`src/rtl/assert_macros.svh`:
```
// assertion macros used by the top-level rtl file
// depends on a clock named clk and an active-low reset named rst_n
`ifndef ASSERT_MACROS_SVH
`define ASSERT_MACROS_SVH
// implication into the next cycle, no reset masking
`define ASSERT_NEXT(lbl, a, b) \
  lbl: assert property (@(posedge clk) (a) |=> (b)) else $error("lbl failed");
// implication into the next cycle, masked during reset
`define ASSERT_NEXT_RST(lbl, a, b) \
  lbl: assert property (@(posedge clk) disable iff (!rst_n) (a) |=> (b)) \
    else $error("lbl failed");
// same-cycle implication, masked during reset
`define ASSERT_NOW_RST(lbl, a, b) \
  lbl: assert property (@(posedge clk) disable iff (!rst_n) (a) |-> (b)) \
    else $error("lbl failed");
`endif

```
`src/rtl/perj_pkg.sv`:
```
// types, constants and helper functions of the pose edge residual block
// no dependencies
package perj_pkg;
  localparam int ANGLE_BITS_DEF = 16;
  localparam int CORDIC_STEPS   = 24;
  localparam logic signed [33:0] CORDIC_GAIN = 34'sd652032874;

  typedef struct packed {
    logic               flip;
    logic signed [33:0] x;
    logic signed [33:0] y;
    logic [31:0]        z;
  } perj_rot_t;

  typedef struct packed {
    logic signed [32:0] dx;
    logic signed [32:0] dy;
    logic signed [31:0] obs_dx;
    logic signed [31:0] obs_dy;
    logic [15:0]        tw;
    logic signed [31:0] hres;
  } perj_carry_t;

  function automatic logic [31:0] atan_turn(input int i);
    logic [31:0] r;
    case (i)
      0:  r = 32'd536870912;
      1:  r = 32'd316933406;
      2:  r = 32'd167458907;
      3:  r = 32'd85004756;
      4:  r = 32'd42667331;
      5:  r = 32'd21354465;
      6:  r = 32'd10679838;
      7:  r = 32'd5340245;
      8:  r = 32'd2670163;
      9:  r = 32'd1335087;
      10: r = 32'd667544;
      11: r = 32'd333772;
      12: r = 32'd166886;
      13: r = 32'd83443;
      14: r = 32'd41722;
      15: r = 32'd20861;
      16: r = 32'd10430;
      17: r = 32'd5215;
      18: r = 32'd2608;
      19: r = 32'd1304;
      20: r = 32'd652;
      21: r = 32'd326;
      22: r = 32'd163;
      23: r = 32'd81;
      default: r = 32'd0;
    endcase
    return r;
  endfunction

  function automatic logic signed [31:0] sat32(input logic signed [63:0] v);
    logic signed [31:0] r;
    if (v > 64'sd2147483647) r = 32'sh7fffffff;
    else if (v < -64'sd2147483648) r = 32'sh80000000;
    else r = v[31:0];
    return r;
  endfunction
endpackage

```
`src/rtl/perj_cordic_cell.sv`:
```
// one cordic rotation cell, passes the edge payload to the next cell
// depends on perj_pkg
module perj_cordic_cell #(
  parameter int STEP = 0
) (
  input  logic                 clk,
  input  logic                 rst_n,
  input  logic                 en,
  input  logic                 in_valid,
  input  perj_pkg::perj_rot_t   in_rot,
  input  perj_pkg::perj_carry_t in_carry,
  output logic                 out_valid_r,
  output perj_pkg::perj_rot_t   out_rot_r,
  output perj_pkg::perj_carry_t out_carry_r
);
  import perj_pkg::*;

  logic signed [33:0] xs, ys;
  perj_rot_t rot_nxt;

  always_comb begin
    xs = in_rot.x >>> STEP;
    ys = in_rot.y >>> STEP;
    rot_nxt.flip = in_rot.flip;
    if (in_rot.z[31]) begin
      rot_nxt.x = in_rot.x + ys;
      rot_nxt.y = in_rot.y - xs;
      rot_nxt.z = in_rot.z + atan_turn(STEP);
    end else begin
      rot_nxt.x = in_rot.x - ys;
      rot_nxt.y = in_rot.y + xs;
      rot_nxt.z = in_rot.z - atan_turn(STEP);
    end
  end

  always_ff @(posedge clk) begin
    if (!rst_n) begin
      out_valid_r <= 1'b0;
    end else if (en) begin
      out_valid_r <= in_valid;
    end
  end

  always_ff @(posedge clk) begin
    if (en) begin
      out_rot_r   <= rot_nxt;
      out_carry_r <= in_carry;
    end
  end
endmodule

```
`config.mk`:
```
export PLATFORM = sky130hd
export DESIGN_NAME = perj_cordic_cell
export DESIGN_NICKNAME = d
export VERILOG_FILES = /design/src/rtl/assert_macros.svh /design/src/rtl/perj_pkg.sv /design/src/rtl/perj_cordic_cell.sv
export SDC_FILE = /design/constraint.sdc
export NUM_CORES = 1
export LEC_CHECK = 0
export BUFFER_PORTS_ARGS = -buffer_cell sky130_fd_sc_hd__buf_2
export CAP_MARGIN = 20
export CORE_AREA = 2 2 217 219
export CTS_BUF_LIST = sky130_fd_sc_hd__clkbuf_2
export CTS_CLUSTER_DIAMETER = 40
export DETAILED_ROUTE_END_ITERATION = 16
export DIE_AREA = 0 0 219 221
export MAX_ROUTING_LAYER = met4
export RECOVER_POWER = 50
export SLEW_MARGIN = 20
export SYNTH_ARGS = -nofsm -noshare
export SYNTH_HDL_FRONTEND = slang
export SYNTH_SLANG_ARGS = --single-unit
export TNS_END_PERCENT = 30
```
`constraint.sdc`:
```
create_clock -name clk -period 3.5 [get_ports clk]
set_input_delay 1.05 -clock clk [delete_from_list [all_inputs] [get_ports clk]]
set_output_delay 1.05 -clock clk [all_outputs]
set_load 0.005 [all_outputs]
```
Word-level counts from Yosys, hierarchy flattened. Index checks and enable logic that the tools add are counted.

Bits in registers: 280. Input bits: 283. Output and inout bits: 280. Word-level logic and storage cells: 17.

Add/subtract/negate cells: 5. Muxes and demuxes: 1.

Operator list (count): $mux 100 (1); $sub 34x34->34 (2); $add 34x34->34 (1); $add 32x30->32 const B (1); $sub 32x30->32 const B (1).

Depth between registers and ports, before layout. Gate-level depths: netlist of the first run.

Depth after elaboration: 2. Mapped depth: 13. Mapped depth without buffers: 12.

Worst setup path after synthesis of the first run. No wires, ideal clock.

Path type: in2reg. Start: input port in_rot[32] (netlist bit). End: register out_rot_r[98] (netlist bit) (data pin). Arrival: 3164 ps. Slack: 76 ps. Cell stages on the path: 10. Buffers on the path: 0. Cells stage by stage: ha_1 > fa_1 > a21oi_1 > o221ai_2 > a31o_2 > nor4_2 > o41ai_2 > a31oi_1 > o22ai_1 > xnor2_1.

RTL lines: start, declared (line perj_cordic_cell.sv:10) `input perj_pkg::perj_rot_t in_rot,`; end signal, assigned (line perj_cordic_cell.sv:46) `out_rot_r <= rot_nxt;`; end, declared (line perj_cordic_cell.sv:13) `output perj_pkg::perj_rot_t out_rot_r,`.

==> results of run 1 <==
==> layout make-up <==
class	count	area, um2
fillers	4545	25600
flip-flops and latches	279	8370
multi-input cells	748	5300
repair buffers	843	4880
well taps	607	759
clock buffers	105	526
inverters	107	402
clock inverters	22	165
diodes	16	40.0
==> critical path, stage by stage <==
cell,delay [ns]
clkbuf_1,0.23
inv_1,0.08
ha_1,0.23
fa_1,0.41
nor2b_1,0.18
o31ai_1,0.19
a21oi_1,0.22
a41o_1,0.22
a31oi_1,0.19
o41ai_1,0.46
mux2i_1,0.17
xnor2_1,0.15
buf_4,0.12
==> power by group <==
part / internal, W / total (W) / switching (W)
Sequential: 0.00409 / 0.00422 / 0.000127
Combinational: 0.00106 / 0.00234 / 0.00129
Clock: 0.000972 / 0.00247 / 0.00150
Total: 0.00612 / 0.00904 / 0.00291
==> registers in the layout, summed over array words and instances, names as in the netlist <==
name,flops
out_rot_r,100
out_carry_r,178
out_valid_r,1
==> cell usage after synthesis (4+ instances only) <==
cell type	n	area share
xor2_1	6	0.0037
o21ai_0	68	0.024
nor2b_1	13	0.0057
nor3_1	18	0.0063
xnor2_1	59	0.036
a21oi_1	121	0.042
mux2i_1	20	0.014
buf_1	6	0.0016
ha_1	99	0.087
nor2_1	92	0.024
buf_2	18	0.0063
o221ai_1	4	0.0025
edfxtp_1	278	0.59
or3_1	7	0.0031
o31ai_1	13	0.0068
fa_1	4	0.0056
o21bai_1	13	0.0068
a211oi_1	8	0.0042
a31o_2	4	0.0025
nor4_1	8	0.0035
nand4_1	14	0.0061
a21o_1	15	0.0079
nand2b_1	13	0.0057
inv_1	102	0.027
a22oi_1	4	0.0021
clkbuf_1	18	0.0047
a31oi_1	10	0.0044
o21a_1	13	0.0068
nand2_1	44	0.012
nand3_1	15	0.0053
o211ai_1	6	0.0032
clkinv_1	4	0.0011
==> cell families (layout without fill, tap and decap cells) <==
group                      after synthesis  in the layout  synth area share
xor gates and xnor gates                65             65            0.0399
buffers and inverters                  152           1077            0.0423
muxes                                   20             20            0.0140
and+or+nand+nor                        238            238            0.0792
AOI/OAI and AO/OA                      322            322             0.146
other                                    0             16                 0
DFF                                    279            279             0.586
adders and majority gates              103            103            0.0924
==> worst paths after layout <==
| check | startpoint | endpoint | slack (ns) |
|---|---|---|---|
| worst max-delay path | in_rot[32] | out_rot_r[58] | 0.41 |
| worst min-delay path | in_carry[161] | out_carry_r[161] | 0.16 |
| worst max register to register | out_valid_r | out_valid_r | 2.89 |
| worst min register to register | out_valid_r | out_valid_r | 0.53 |
==> routing by layer <==
layer / track usage / vias to the layer above
met5: - / -
met4: 0.0976 / 0
met3: 0.0624 / 86
met1: 0.333 / 6669
met2: 0.429 / 562
li1: - / 6130
==> per-stage QoR <==
stage	setup WS, ns	setup TNS [ns]	hold WS [ns]	utilization	total power (W)
final	0.410	0	0.159	0.444	0.00904
after global routing	0.253	0	0.0594	0.444	0.00950
after CTS	0.502	0	0.0107	0.446	0.00917
after detailed placement	-0.609	-17.18	0.523	0.431	0.00663
after global placement	-0.662	-17.21	0.491	0.431	0.00663
after floorplan	0.0761	0	0.507	-	0.00515
==> flow_summary.ini, run 1 <==
[floorplanning]
start_util = 0.310
core-area_mm2 = 0.0461
die_h_um = 221
die_x_um = 219
dieArea_mm2 = 0.0484
fp-row-count = 79
io_pins = 563

[drt]
top_layer_used = met4
via_count = 13447
drt_iter0_markers = 986
dr.pass1.iters = 6
vias_per_cell = 4.93
met2WireLength_mm = 31.0
routed_wl_mm = 65.1
ant_nets = 0
drc = 0
met3_length_mm = 4.82
wl_per_cell_um = 23.9
wl_met1_mm = 27.4

[cts]
htreeDepth = 3
cts_sinks = 279
cts_tree = done
clk_pin_slew_ns = 0.11
postCtsHoldBufs = 0
cts_buffer_depth = 3
ctsResizeCount = 0
post_cts_buffers = 0
numCtsBuffers = 76
root_buffer = clkbuf_2
insertion_delay_ns = 1.04

[timing]
finalHoldViolCount = 0
finalCritPeriodShare = 0.883
setup_viol = 0
drv_slew = 68
tightest_slew_ns = 1.86
fin_skew_ns = 0
slew_headroom = -0.240
period_minus_slack_ns = 3.09
rsz0062_at_grt = false
max_freq_ghz = 0.324

[status]
status = finished with violations
violations = max-capacitance violations, max-slew violations

[place]
placed_area_mm2 = 0.0198
dp_hpwl_mm = 53.0
routabilityCongestion = 0.941
io_buffers = 562
dp_cells = 2584

[grt]
antenna_found_initial = 15
grt_pass1_wl_mm = 91.1
track_usage = 0.269
grt_pass1_vias = 13606
overflow = 0
grt_max_degree = 85

[synthesis]
synth_edf_count = 278
synthFlopType = edfxtp_1
synth.avg_cell_area_um2 = 12.1
synth-seq-cells = 279
async_flop_share = 0
syn_nets = 1565
ys_types = 74
netlist_instances = 1179
syn_area_mm2 = 0.0143
ys_seq_area_frac = 0.586
yosys_warnings = 0

[finish]
stdcell_area_mm2 = 0.0204
nets = 2441
layout-drive-gt1-share = 0.448
mostFrequentLayoutCells = buf_2 (527), edfxtp_1 (278), buf_4 (268), a21oi_1 (121), clkbuf_2 (108)
final_common_cell = buf_2
areaGrowthSynthToFinish_pct = 43.2
stdcell_count = 2727

[run]
maxCapViolCount = 1

[pwr]
p_leak_nw = 9.41
power-per-cell-area_mw_per_mm2 = 442
ir_worst_vdd_mv = 0.222

[setup_path]
path_class = in2reg
crit_arrival_ns = 3.91
reg2reg_depth = 2
cp-end-kind = flop
cp-start-kind = input pin
worst-path-max-fanout = 3
required_ns = 4.32

[hold_path]
min_path_cells = 1
hp-class = in2reg
(Power assumes the default switching activity.)
==> inputs of run 2 (changes only) <==
clock period = 3.2 ns   (was 3.5 ns; I/O delays follow)
==> flow_summary.ini, run 2 (synthesis gave the netlist of run 1 again) <==
[pwr]
ir_worst_vdd_mv = 0.268
p_leak_nw = 9.85
power-per-cell-area_mw_per_mm2 = 464
p_total_w = 0.00993

[setup_path]
required_ns = 3.95
cp-start-kind = input pin
cpPeakStageDelay_ns = 0.33
crit_slowest_cell = o311a_1
timing.rr.start = out_valid_r
crit_buf_inv = 2
reg2reg_depth = 2
path_class = in2reg
cp-end-kind = flop
cp_top_family = compound AO/OA/AOI/OAI gates
worst-path-max-fanout = 3
r2r_end = out_valid_r
crit_top_cell = o21ai_0
crit_arrival_ns = 3.74
ff2ff_setup_slack_ns = 2.60
path_cells = clkbuf_1 -> ha_1 -> nor2b_1 -> o311a_1 -> o2111a_1 -> buf_4 -> or2_2 -> a211oi_1 -> o21ai_0 -> a21oi_1 -> o21ai_0 -> xnor2_1

[cts]
cts_tree = done
clk_pin_slew_ns = 0.10
ctsResizeCount = 0
cts_sinks = 279
cts_buffer_depth = 3
htreeDepth = 3
insertion_delay_ns = 0.99
root_buffer = clkbuf_2
numCtsBuffers = 77

[drt]
routed_wl_mm = 66.0
wl_per_cell_um = 23.4
ant_nets = 0
vias_per_cell = 4.88
drc = 0
via_count = 13766
drt_iter0_markers = 1107
dr.pass1.iters = 5

[grt]
grt_max_degree = 85
overflow = 0
track_usage = 0.275
antenna_found_initial = 8
grt_pass1_wl_mm = 93.7
grt_pass1_vias = 14161

[hold_path]
hp-class = in2reg
min_path_cells = 1
hold_path_startpoint = in_carry[128]
hold_end = out_carry_r[128]

[finish]
reg.largest.list = out_carry_r x178, out_rot_r x100, out_valid_r x1
final_common_cell = buf_2
nFillCells = 4456
largest_reg_flops = 178
layout-drive-gt1-share = 0.451
mostFrequentLayoutCells = buf_2 (527), buf_4 (311), edfxtp_1 (278), a21oi_1 (120), clkbuf_2 (104)
areaGrowthSynthToFinish_pct = 50.0
largest_register = out_carry_r
nets = 2546

[place]
routabilityCongestion = 0.955
io_buffers = 562
dp_hpwl_mm = 53.1
place_ws_ns = -0.748

[timing]
period_minus_slack_ns = 3.00
fin_skew_ns = 0
max_freq_ghz = 0.334
finalHoldViolCount = 0
slew_headroom = -0.214
setup_viol = 0
fin_ws_ns = 0.204
finalCritPeriodShare = 0.936
rsz0062_at_grt = false
drv_slew = 57
fin_tns_setup_ns = 0
tightest_slew_ns = 1.82

[run]
maxCapViolCount = 1

[status]
violations = max-capacitance violations, max-slew violations
status = finished with violations

[floorplanning]
die_h_um = 221
dieArea_mm2 = 0.0484
die_x_um = 219
io_pins = 563
start_util = 0.310
fp-row-count = 79
core-area_mm2 = 0.0461
## run 2: what timing repair did
action / in CTS / in global routing
buffers inserted: 0 / 0
hold buffers: 59 / 0
hold endpoints to repair: 59 / 0
## run 2: final cells by class
cell class	count	area, um2	area share
inverter	107	407	0.0190
clock buffer	102	510	0.0238
antenna	9	22.5	0.00105
timing repair buffer	947	5820	0.272
clock inverter	24	143	0.00666
sequential	279	8370	0.391
multi-input combinational	748	5380	0.251
tap	607	759	0.0355
## run 2: routing by layer
metal	up-vias	routed length (um)	track usage
met5	-	0	-
met2	648	30700	0.426
met3	88	5010	0.0515
met1	6702	28200	0.357
li1	6328	-	-
met4	0	2100	0.102
## run 2: through the flow
step,hold WS (ns),cells,utilization,instance area (um2)
floorplan,0.507,1179,-,14400
global placement,0.491,2629,0.441,20300
detailed placement,0.514,2629,0.441,20300
CTS,0.000344,2814,0.468,21500
global route,0.0117,2821,0.465,21400
finish,0.126,2823,0.465,21400
## run 2: worst max-delay path by stage
stage	start	end	slack, ns	depth (start not counted)
after floorplan	in_rot[46]	out_rot_r[60]	-0.04	12
after global placement	in_rot[33]	out_rot_r[49]	-0.63	13
after detailed placement	in_rot[33]	out_rot_r[49]	-0.75	13
after CTS	out_carry_r[170]	out_carry_r[170]	0.36	1
after global routing	in_rot[33]	out_rot_r[51]	0.14	13
final	in_rot[32]	out_rot_r[49]	0.20	12
## run 2: where the power goes
| part | internal [W] | total (W) | switching [W] |
|---|---|---|---|
| registers | 0.00448 | 0.00462 | 0.000144 |
| clock network | 0.000962 | 0.00257 | 0.00161 |
| logic | 0.00127 | 0.00274 | 0.00147 |
| total | 0.00671 | 0.00993 | 0.00323 |
